`src/hdl/crr_pkg.sv`:
```
// crr_pkg: shared types, command and reply codes and the register profile
// of the charger register responder
// depends on nothing
`default_nettype none

package crr_pkg;

	// table geometry
	localparam int NUM_REGS    = 12;
	localparam int PROFILE_LEN = 12;
	localparam int LOOKUP_N    = (NUM_REGS < PROFILE_LEN) ? NUM_REGS : PROFILE_LEN;
	localparam int IDX_W       = (NUM_REGS > 1) ? $clog2(NUM_REGS) : 1;

	localparam int WORD_W  = 16;
	localparam int CFG_IDX_W = 1;

	localparam logic [WORD_W-1:0] ERR_WORD     = 16'hAAAA;
	localparam logic [WORD_W-1:0] BATT_TYPE_ID = 16'hEDF1;
	localparam logic [WORD_W-1:0] BATT_USER    = 16'h00FF;
	localparam logic [WORD_W-1:0] VOLT_ID_A    = 16'hEDF7;
	localparam logic [WORD_W-1:0] VOLT_ID_B    = 16'hEDF6;
	localparam logic [WORD_W-1:0] VOLT_ID_C    = 16'hEDF4;
	localparam logic [WORD_W-1:0] VOLT_ID_D    = 16'hEDF2;

	// register profile: id, two-byte flag, writable flag, reset default
	localparam logic [WORD_W-1:0] PROF_ID [PROFILE_LEN] = '{
		16'h0201, 16'hEDDA, 16'hEDF0, 16'hEDF1, 16'hEDF2, 16'hEDF4,
		16'hEDF6, 16'hEDF7, 16'hEDFB, 16'hEDFD, 16'hEDEA, 16'hEDE0
	};
	localparam logic PROF_WIDE [PROFILE_LEN] = '{
		1'b0, 1'b0, 1'b1, 1'b0, 1'b1, 1'b1, 1'b1, 1'b1, 1'b1, 1'b0, 1'b0, 1'b1
	};
	localparam logic PROF_WR [PROFILE_LEN] = '{
		1'b0, 1'b0, 1'b1, 1'b1, 1'b1, 1'b1, 1'b1, 1'b1, 1'b1, 1'b1, 1'b1, 1'b1
	};
	localparam logic [WORD_W-1:0] PROF_DFLT [PROFILE_LEN] = '{
		16'd5, 16'd0, 16'd150, 16'h00FF, 16'd0, 16'd1420,
		16'd1350, 16'd1420, 16'd200, 16'd0, 16'd12, 16'd500
	};

	// battery type register slot in the table
	localparam int   BATT_IDX     = 3;
	localparam logic BATT_PRESENT = (LOOKUP_N > BATT_IDX);
	localparam logic BATT_RESET   = BATT_PRESENT && (PROF_DFLT[BATT_IDX] == BATT_USER);

	// configuration register indexes
	typedef enum logic [CFG_IDX_W-1:0] {
		CFG_FW_VERSION = 1'b0,
		CFG_PRODUCT_ID = 1'b1
	} cfg_idx_t;

	typedef enum logic [2:0] {
		CMD_FRAMING = 3'd0,
		CMD_PING    = 3'd1,
		CMD_APP_VER = 3'd2,
		CMD_PRODUCT = 3'd3,
		CMD_RESTART = 3'd4,
		CMD_GET     = 3'd5,
		CMD_SET     = 3'd6,
		CMD_UNSUP   = 3'd7
	} cmd_t;

	typedef enum logic [2:0] {
		K_SILENT  = 3'd0,
		K_PING    = 3'd1,
		K_DONE    = 3'd2,
		K_GET     = 3'd3,
		K_SET     = 3'd4,
		K_UNKNOWN = 3'd5,
		K_ERROR   = 3'd6
	} kind_t;

	typedef enum logic [1:0] {
		ST_OK           = 2'd0,
		ST_UNKNOWN      = 2'd1,
		ST_NOT_WRITABLE = 2'd2,
		ST_PARAM        = 2'd3
	} status_t;

	// lookup result for one register id
	typedef struct packed {
		logic             hit;
		logic [IDX_W-1:0] idx;
		logic             wide;
		logic             writable;
		logic             locked;
	} lkp_t;

	function automatic logic [WORD_W-1:0] reg_default(input logic [IDX_W-1:0] idx);
		logic [WORD_W-1:0] d;
		d = '0;
		for (int i = 0; i < LOOKUP_N; i++) begin
			if (idx == IDX_W'(i)) begin
				d = PROF_DFLT[i];
			end
		end
		return d;
	endfunction

endpackage

`default_nettype wire

```
`src/hdl/charger_register_responder.sv`:
```
// charger_register_responder: top level, request stage, reply decision and
// output register; depends on crr_pkg, crr_lookup and crr_regfile
//
// usage
// - request channel in_valid/in_ready carries one decoded request word:
//   cmd, raw_code, payload_len, reg_id, write_value
// - reply channel out_valid/out_ready carries one reply word per request,
//   except restart, which is consumed silently
// - config channel cfg_valid/cfg_ready (always ready) writes
//   firmware_version (index 0) and product_id (index 1); write it only
//   while no request is in flight
// - at the accept edge of a request the register id is matched and the
//   value memory is read; from the request stage the reply is formed, and
//   once it can move a set writes back and the reply word is loaded into
//   the output register
// - the single value memory is read at accept and written back from the
//   request stage; a new request is taken only when the request stage is
//   empty, so reads never see a stale entry
// - the output register lets a request be accepted while the previous
//   reply still waits; when the receiver stalls, the request stage holds
//   and in_ready stays low until the reply can move
// - reset clears the valid bits so every register reads its profile
//   default, clears both config words, and drops all valids
`default_nettype none

module charger_register_responder
	import crr_pkg::*;
(
	input  wire logic                 clk,
	input  wire logic                 arst_n,
	// request channel
	input  wire logic                 in_valid,
	output logic                      in_ready,
	input  wire logic [2:0]           cmd,
	input  wire logic [3:0]           raw_code,
	input  wire logic [3:0]           payload_len,
	input  wire logic [WORD_W-1:0]    reg_id,
	input  wire logic [WORD_W-1:0]    write_value,
	// reply channel
	output logic                      out_valid,
	input  wire logic                 out_ready,
	output logic [2:0]                reply_kind,
	output logic [WORD_W-1:0]         reply_id,
	output logic [1:0]                status,
	output logic [1:0]                value_bytes,
	output logic [WORD_W-1:0]         reply_value,
	// config channel
	input  wire logic                 cfg_valid,
	output logic                      cfg_ready,
	input  wire logic [CFG_IDX_W-1:0] cfg_index,
	input  wire logic [WORD_W-1:0]    cfg_data
);

	// config words
	logic [WORD_W-1:0] fw_version_q;
	logic [WORD_W-1:0] product_id_q;

	// request stage
	logic              s1_valid_q;
	cmd_t              cmd_s1;
	logic [3:0]        code_s1;
	logic [3:0]        len_s1;
	logic [WORD_W-1:0] id_s1;
	logic [WORD_W-1:0] wv_s1;
	lkp_t              lkp_s1;

	// battery type holds the user value, shadow of its table entry
	logic batt_user_q;

	// output register
	logic              out_valid_q;
	kind_t             kind_q;
	logic [WORD_W-1:0] rid_q;
	status_t           st_q;
	logic [1:0]        nb_q;
	logic [WORD_W-1:0] val_q;

	lkp_t              lkp_in;
	logic              in_accept;
	logic              s1_done;
	logic [WORD_W-1:0] cur_val;
	logic [WORD_W-1:0] new_val;
	logic              wr_en;
	logic              silent;
	kind_t             kind_d;
	logic [WORD_W-1:0] rid_d;
	status_t           st_d;
	logic [1:0]        nb_d;
	logic [WORD_W-1:0] val_d;
	logic [1:0]        width_bytes;
	logic [3:0]        set_len;

	assign cfg_ready = 1'b1;
	assign in_ready  = !s1_valid_q;
	assign in_accept = in_valid && in_ready;

	crr_lookup u_lookup (
		.reg_id (reg_id),
		.lkp    (lkp_in)
	);

	crr_regfile u_regfile (
		.clk     (clk),
		.arst_n  (arst_n),
		.rd_en   (in_accept),
		.rd_idx  (lkp_in.idx),
		.wr_en   (wr_en),
		.wr_idx  (lkp_s1.idx),
		.wr_data (new_val),
		.rd_data (cur_val)
	);

	// config writes
	always_ff @(posedge clk or negedge arst_n) begin
		if (!arst_n) begin
			fw_version_q <= '0;
			product_id_q <= '0;
		end else if (cfg_valid && cfg_ready) begin
			unique case (cfg_idx_t'(cfg_index))
				CFG_FW_VERSION: fw_version_q <= cfg_data;
				CFG_PRODUCT_ID: product_id_q <= cfg_data;
				default: ;
			endcase
		end
	end

	// request stage capture; lookup and memory read happen at accept
	always_ff @(posedge clk) begin
		if (in_accept) begin
			cmd_s1  <= cmd_t'(cmd);
			code_s1 <= raw_code;
			len_s1  <= payload_len;
			id_s1   <= reg_id;
			wv_s1   <= write_value;
			lkp_s1  <= lkp_in;
		end
	end

	// one-byte registers keep the low byte of a set
	assign new_val     = lkp_s1.wide ? wv_s1 : {8'h00, wv_s1[7:0]};
	assign width_bytes = lkp_s1.wide ? 2'd2 : 2'd1;
	assign set_len     = lkp_s1.wide ? 4'd5 : 4'd4;

	// reply decision
	always_comb begin
		kind_d = K_ERROR;
		rid_d  = '0;
		st_d   = ST_OK;
		nb_d   = 2'd2;
		val_d  = ERR_WORD;
		silent = 1'b0;
		wr_en  = 1'b0;
		unique case (cmd_s1)
			CMD_PING: begin
				kind_d = K_PING;
				val_d  = fw_version_q;
			end
			CMD_APP_VER: begin
				kind_d = K_DONE;
				val_d  = fw_version_q;
			end
			CMD_PRODUCT: begin
				kind_d = K_DONE;
				val_d  = product_id_q;
			end
			CMD_RESTART: begin
				silent = 1'b1;
			end
			CMD_GET: begin
				if (len_s1 == 4'd3) begin
					kind_d = K_GET;
					rid_d  = id_s1;
					st_d   = lkp_s1.hit ? ST_OK : ST_UNKNOWN;
					nb_d   = lkp_s1.hit ? width_bytes : 2'd0;
					val_d  = lkp_s1.hit ? cur_val : '0;
				end
			end
			CMD_SET: begin
				if (len_s1 >= 4'd3) begin
					kind_d = K_SET;
					rid_d  = id_s1;
					if (!lkp_s1.hit) begin
						st_d = ST_UNKNOWN;
					end else if (!lkp_s1.writable) begin
						st_d = ST_NOT_WRITABLE;
					end else if (len_s1 != set_len) begin
						st_d = ST_PARAM;
					end else if (lkp_s1.locked && !batt_user_q) begin
						// charge voltages follow the battery type unless it is user defined
						st_d = ST_PARAM;
					end
					wr_en = s1_done && (st_d == ST_OK);
					nb_d  = lkp_s1.hit ? width_bytes : 2'd0;
					if (!lkp_s1.hit) begin
						val_d = '0;
					end else if (st_d == ST_OK) begin
						val_d = new_val;
					end else begin
						val_d = cur_val;
					end
				end
			end
			CMD_UNSUP: begin
				kind_d = K_UNKNOWN;
				val_d  = {12'h000, code_s1};
			end
			default: ;
		endcase
	end

	// the request stage leaves once its reply has somewhere to go
	assign s1_done = s1_valid_q && (silent || !out_valid_q || out_ready);

	always_ff @(posedge clk or negedge arst_n) begin
		if (!arst_n) begin
			s1_valid_q  <= 1'b0;
			out_valid_q <= 1'b0;
			batt_user_q <= BATT_RESET;
		end else begin
			if (in_accept) begin
				s1_valid_q <= 1'b1;
			end else if (s1_done) begin
				s1_valid_q <= 1'b0;
			end
			if (s1_done && !silent) begin
				out_valid_q <= 1'b1;
			end else if (out_ready) begin
				out_valid_q <= 1'b0;
			end
			if (wr_en && BATT_PRESENT && (lkp_s1.idx == IDX_W'(BATT_IDX))) begin
				batt_user_q <= (new_val == BATT_USER);
			end
		end
	end

	// reply payload
	always_ff @(posedge clk) begin
		if (s1_done && !silent) begin
			kind_q <= kind_d;
			rid_q  <= rid_d;
			st_q   <= st_d;
			nb_q   <= nb_d;
			val_q  <= val_d;
		end
	end

	assign out_valid   = out_valid_q;
	assign reply_kind  = kind_q;
	assign reply_id    = rid_q;
	assign status      = st_q;
	assign value_bytes = nb_q;
	assign reply_value = val_q;

	// memory read and write-back never meet in one cycle
	a_no_rw_overlap: assert property (@(posedge clk) disable iff (!arst_n)
		!(in_accept && wr_en))
		else $error("value memory read and write in the same cycle");

	// a refused set leaves the table untouched
	a_refused_no_write: assert property (@(posedge clk) disable iff (!arst_n)
		wr_en |-> (cmd_s1 == CMD_SET) && (st_d == ST_OK) && lkp_s1.hit)
		else $error("write-back without an accepted set");

	// restart produces no reply word
	a_restart_silent: assert property (@(posedge clk) disable iff (!arst_n)
		(s1_valid_q && (cmd_s1 == CMD_RESTART)) |=>
			(out_valid_q == $past(out_valid_q && !out_ready)))
		else $error("restart produced a reply");

	// a reply with no value bytes carries a zero value
	a_empty_value_zero: assert property (@(posedge clk) disable iff (!arst_n)
		(out_valid_q && (nb_q == 2'd0)) |-> (val_q == '0))
		else $error("reply value present without value bytes");

endmodule

`default_nettype wire

```
`src/hdl/crr_lookup.sv`:
```
// crr_lookup: matches a register id against the constant profile ids
// depends on crr_pkg
`default_nettype none

module crr_lookup
	import crr_pkg::*;
(
	input  wire logic [WORD_W-1:0] reg_id,
	output lkp_t                   lkp
);

	always_comb begin
		lkp = '0;
		// ids are distinct, so at most one compare hits
		for (int i = 0; i < LOOKUP_N; i++) begin
			if (PROF_ID[i] == reg_id) begin
				lkp.hit      = 1'b1;
				lkp.idx      = IDX_W'(i);
				lkp.wide     = PROF_WIDE[i];
				lkp.writable = PROF_WR[i];
			end
		end
		lkp.locked = (reg_id == VOLT_ID_A) || (reg_id == VOLT_ID_B) ||
			(reg_id == VOLT_ID_C) || (reg_id == VOLT_ID_D);
	end

endmodule

`default_nettype wire

```
`src/hdl/crr_regfile.sv`:
```
// crr_regfile: register value memory with a registered read, with per-entry valid
// bits so unwritten entries read as their profile default
// depends on crr_pkg
`default_nettype none

module crr_regfile
	import crr_pkg::*;
(
	input  wire logic              clk,
	input  wire logic              arst_n,
	input  wire logic              rd_en,
	input  wire logic [IDX_W-1:0]  rd_idx,
	input  wire logic              wr_en,
	input  wire logic [IDX_W-1:0]  wr_idx,
	input  wire logic [WORD_W-1:0] wr_data,
	output logic      [WORD_W-1:0] rd_data
);

	logic [WORD_W-1:0]   mem [NUM_REGS];
	logic [NUM_REGS-1:0] valid_q;
	logic [WORD_W-1:0]   rd_data_q;
	logic                rd_valid_q;
	logic [IDX_W-1:0]    rd_idx_q;

	always_ff @(posedge clk) begin
		if (wr_en) begin
			mem[wr_idx] <= wr_data;
		end
		if (rd_en) begin
			rd_data_q <= mem[rd_idx];
			rd_idx_q  <= rd_idx;
		end
	end

	always_ff @(posedge clk or negedge arst_n) begin
		if (!arst_n) begin
			valid_q    <= '0;
			rd_valid_q <= 1'b0;
		end else begin
			if (wr_en) begin
				valid_q[wr_idx] <= 1'b1;
			end
			if (rd_en) begin
				rd_valid_q <= valid_q[rd_idx];
			end
		end
	end

	assign rd_data = rd_valid_q ? rd_data_q : reg_default(rd_idx_q);

endmodule

`default_nettype wire

```
`config.mk`:
```
export PLATFORM = sky130hd
export DESIGN_NAME = charger_register_responder
export DESIGN_NICKNAME = d
export VERILOG_FILES = /design/src/hdl/crr_pkg.sv /design/src/hdl/charger_register_responder.sv /design/src/hdl/crr_lookup.sv /design/src/hdl/crr_regfile.sv
export SDC_FILE = /design/constraint.sdc
export NUM_CORES = 1
export LEC_CHECK = 0
export BUFFER_PORTS_ARGS = -buffer_cell sky130_fd_sc_hd__buf_2
export CORE_ASPECT_RATIO = 0.75
export CORE_UTILIZATION = 35
export DETAILED_ROUTE_END_ITERATION = 10
export GPL_TIMING_DRIVEN = 0
export PLACE_DENSITY = 0.5
export REMOVE_ABC_BUFFERS = 1
export SKIP_CTS_REPAIR_TIMING = 1
export SLEW_MARGIN = 30
export SYNTH_ARGS = -nofsm -noshare
export SYNTH_HDL_FRONTEND = slang
export SYNTH_HIERARCHICAL = 1
export SYNTH_SLANG_ARGS = --single-unit
export TNS_END_PERCENT = 50
```
`constraint.sdc`:
```
create_clock -name clk -period 4.2 [get_ports clk]
set_input_delay 0 -clock clk [delete_from_list [all_inputs] [get_ports clk]]
set_output_delay 0 -clock clk [all_outputs]
set_load 0.005 [all_outputs]
```
==> impl_results.md <==
- Result of the run: finished, final reports clean
- Share of layout cells above drive strength 1: 0.302
- Antenna violations before repair: 1
- Starting DRT DRC Count: between 400 and 500
- 1st-pass router iterations: 5
- Area enclosed by the die boundary: approximately 0.042 sq mm
- All-Layer GR Usage: 0.163
- Seq/Total Area, Yosys: 0.711
- Die Height: around 180 um
- Setup repair after global routing missed its margin: false
- Placed wire-length estimate: 23400 um
- Filler Cell Count: roughly 3.6k
- GR Overflow Total: 0
- Total clock buffers created by CTS: 35
- Cell variety after synth: 71
- Number of port buffers: between 100 and 150
- Transition time of the tightest slew-check pin: between 0.9 and 1 ns
- Crit-path max FO: 13
- Final setup skew: ~0.022 ns
- Pin count of the biggest net entering global routing: 49
- Worst min-delay path category: in -> reg
- Yosys warning total: 6
- Net count, final: around 1.1k
- Vias post-DR: approximately 8.2k
- Number of enable flip-flop cells after synthesis: roughly 300
- Data required time at the worst endpoint: roughly 4.4 ns
- Post-synthesis instance area: between 0.01 and 0.015 sq mm
- Cell area power density: between 400 and 500 mW/mm^2
- X dimension of the die: ~240 um
- Max-Cap Viols: 0
- Post-layout minimum cycle time: ~3.9 ns
- Final-report hold violation count: 0
- Initial core utilization: 0.355
- Nature of the critical path endpoint: register
- Area growth from synthesis to layout: 23.6%
- CTS root buf: clkbuf_16
- Worst ir drop on vdd: about 350 uV
- Worst setup SP type: register
- Max Buffers Root-to-Sink: 3
- Non-filler cells, final: between 1.5k and 2k
- Average wire per cell in the routed design: between 20 and 25 um
- Gpl congestion: 0.831
- Insertion delay to the later sink of the worst-skew pair: between 0.5 and 0.6 ns
- Final ANT Viol Nets: 0
- Flop and latch count out of synthesis: 350
- Placed cell count: 1475
- Number of diodes added for antenna fixing: 0
- DR DRC count: 0
- CTS tree: yes
- Detailed-route vias per instance: about 5.1
- FF-to-FF setup slack: approximately 0.34 ns
- Normalized max-slew margin: 0.391
- Final Cycle Share: 0.918
- Clock slew at reported path FFs: about 0.06 ns
- TNS Setup: 0 ns
- Share of async-settable or async-resettable flops after synthesis: 0.137
- Worst Path Arrival: slightly above 4 ns
- Max Fclk: 259 MHz
- Cells after synthesis: about 860
- Top flip-flop cell by instance count after synthesis: edfxtp_1
- Average cell area after synthesis: ~17 sq um
- Final-report setup violation count: 0
- Kind of critical path: reg -> reg
- Global-route wire length before repair: a little over 50000 um
- Leakage power summed over all cells: about 6.3 nW
- Placement row count: 64
- Number of global-route vias before repair: 8031
- Core area: 0.0408 sq mm
- Sinks on Clock Net: 350
- Count of final max-slew check failures: 0
- Ports placed on the boundary: about 110
- Final WL: ~35000 um
- H-Tree Depth: 2
==> cells in the final DEF (no fill, tap or decap), types with 5 or more instances in the layout <==
cell and count:
dlygate4sd3_1 64, nor3_1 6, a22oi_1 24, mux2_2 41, edfxtp_1 302, mux2i_1 10, buf_2 104, buf_4 7
a221o_1 8, dfrtp_1 47, o21ai_0 18, o221ai_1 6, nor2_4 14, nand4_1 9, and3_1 5, buf_6 6
clkbuf_16 35, clkinv_1 10, nor2b_1 7, or2_2 13, a21oi_1 26, and2_1 32, mux4_2 50, nand2b_1 13
nand2_1 62, a31oi_1 6, nor2_1 23, clkbuf_1 8, nand3b_1 5, buf_16 20
==> cells by family after synthesis <==
| logic type | share of synthesized area |
|---|---|
| flip-flops | 0.711 |
| AND/OR/NAND/NOR | 0.0896 |
| AO/OA/AOI/OAI | 0.0583 |
| multiplexers | 0.118 |
| buffers and inverters | 0.0204 |
| XOR/XNOR | 0.00303 |
| other | 0.000260 |
==> synth_stat cells, drive strengths merged (15+ instances only) <==
library cell,number,area (sq um)
a21oi,27,139
buf,28,211
dfrtp,47,1180
or2,15,96.4
a22oi,24,180
clkbuf,17,65.1
edfxtp,302,9070
o21ai,21,105
and2,32,200
nor2,37,149
mux4,50,1130
mux2,42,473
nand2,62,233
==> worst max-delay path, stage by stage (launching register included) <==
cell and delay, ns:
edfxtp_1 0.64, xnor2_1 0.34, nand4_1 0.65, nor3_1 0.58, or3b_2 0.62, nor3_2 0.31, buf_4 0.26, buf_6 0.16
==> metrics by stage <==
step | instance area [sq um] | util | hold slack (ns) | worst slack, ns | power [mW]
CTS | 17200 | 0.423 | -0.456 | 0.333 | 8.56
floorplan | 14200 | - | -0.296 | -0.852 | 4.96
detailed placement | 16200 | 0.397 | 0.0870 | 0.346 | 5.59
global route | 17900 | 0.438 | 0.0552 | 0.0413 | 8.85
finish | 17900 | 0.438 | 0.0632 | 0.345 | 8.49
global placement | 15400 | 0.377 | 0.176 | -3.19 | 5.47
==> power breakdown <==
| part | total, mW | switching, mW | internal, mW |
|---|---|---|---|
| clock | 2.94 | 1.27 | 1.67 |
| sequential | 4.49 | 0.254 | 4.24 |
| combinational | 1.06 | 0.577 | 0.478 |
| total | 8.49 | 2.10 | 6.39 |
==> cell type report <==
class                           count  area, sq um  share of cell area
Clock inverter                     18          138             0.00770
Tap cell                          528          661              0.0370
Inverter                            5         18.8             0.00105
Sequential cell                   350        10300               0.575
Multi-Input combinational cell    455         4030               0.225
Timing Repair Buffer              201         1830               0.103
Clock buffer                       44          920              0.0515
==> per-layer routing <==
metal  wire, um  track usage  up-vias
li1           -            -     3752
met1      16300        0.235     4240
met2      16000        0.253      182
met3       1550       0.0294       45
met4        686       0.0463        0
met5          0            0        -
==> sequential cells by signal (all words and copies together) (netlist names), 8 cells and up <==
name / count
product_id_q: 16
id_s1: 16
u_regfile/valid_q: 12
u_regfile/mem: 192
u_regfile/rd_data_q: 16
lkp_s1: 8
reply_value: 16
fw_version_q: 16
wv_s1: 16
reply_id: 16
==> worst paths after layout <==
check                                           from              endpoint  depth (start not counted)
worst max-delay path                       lkp_s1[2]   u_regfile/mem[0][2]                          7
worst min-delay path                       cfg_valid       fw_version_q[9]                          3
worst max register to register             lkp_s1[2]   u_regfile/mem[0][2]                          7
worst min register to register  u_regfile/valid_q[5]  u_regfile/valid_q[5]                          1
max in group asynchronous                     arst_n      fw_version_q[12]                          2
min in group asynchronous                     arst_n      fw_version_q[11]                          2
Note: power is estimated with default switching activity, not from simulation.
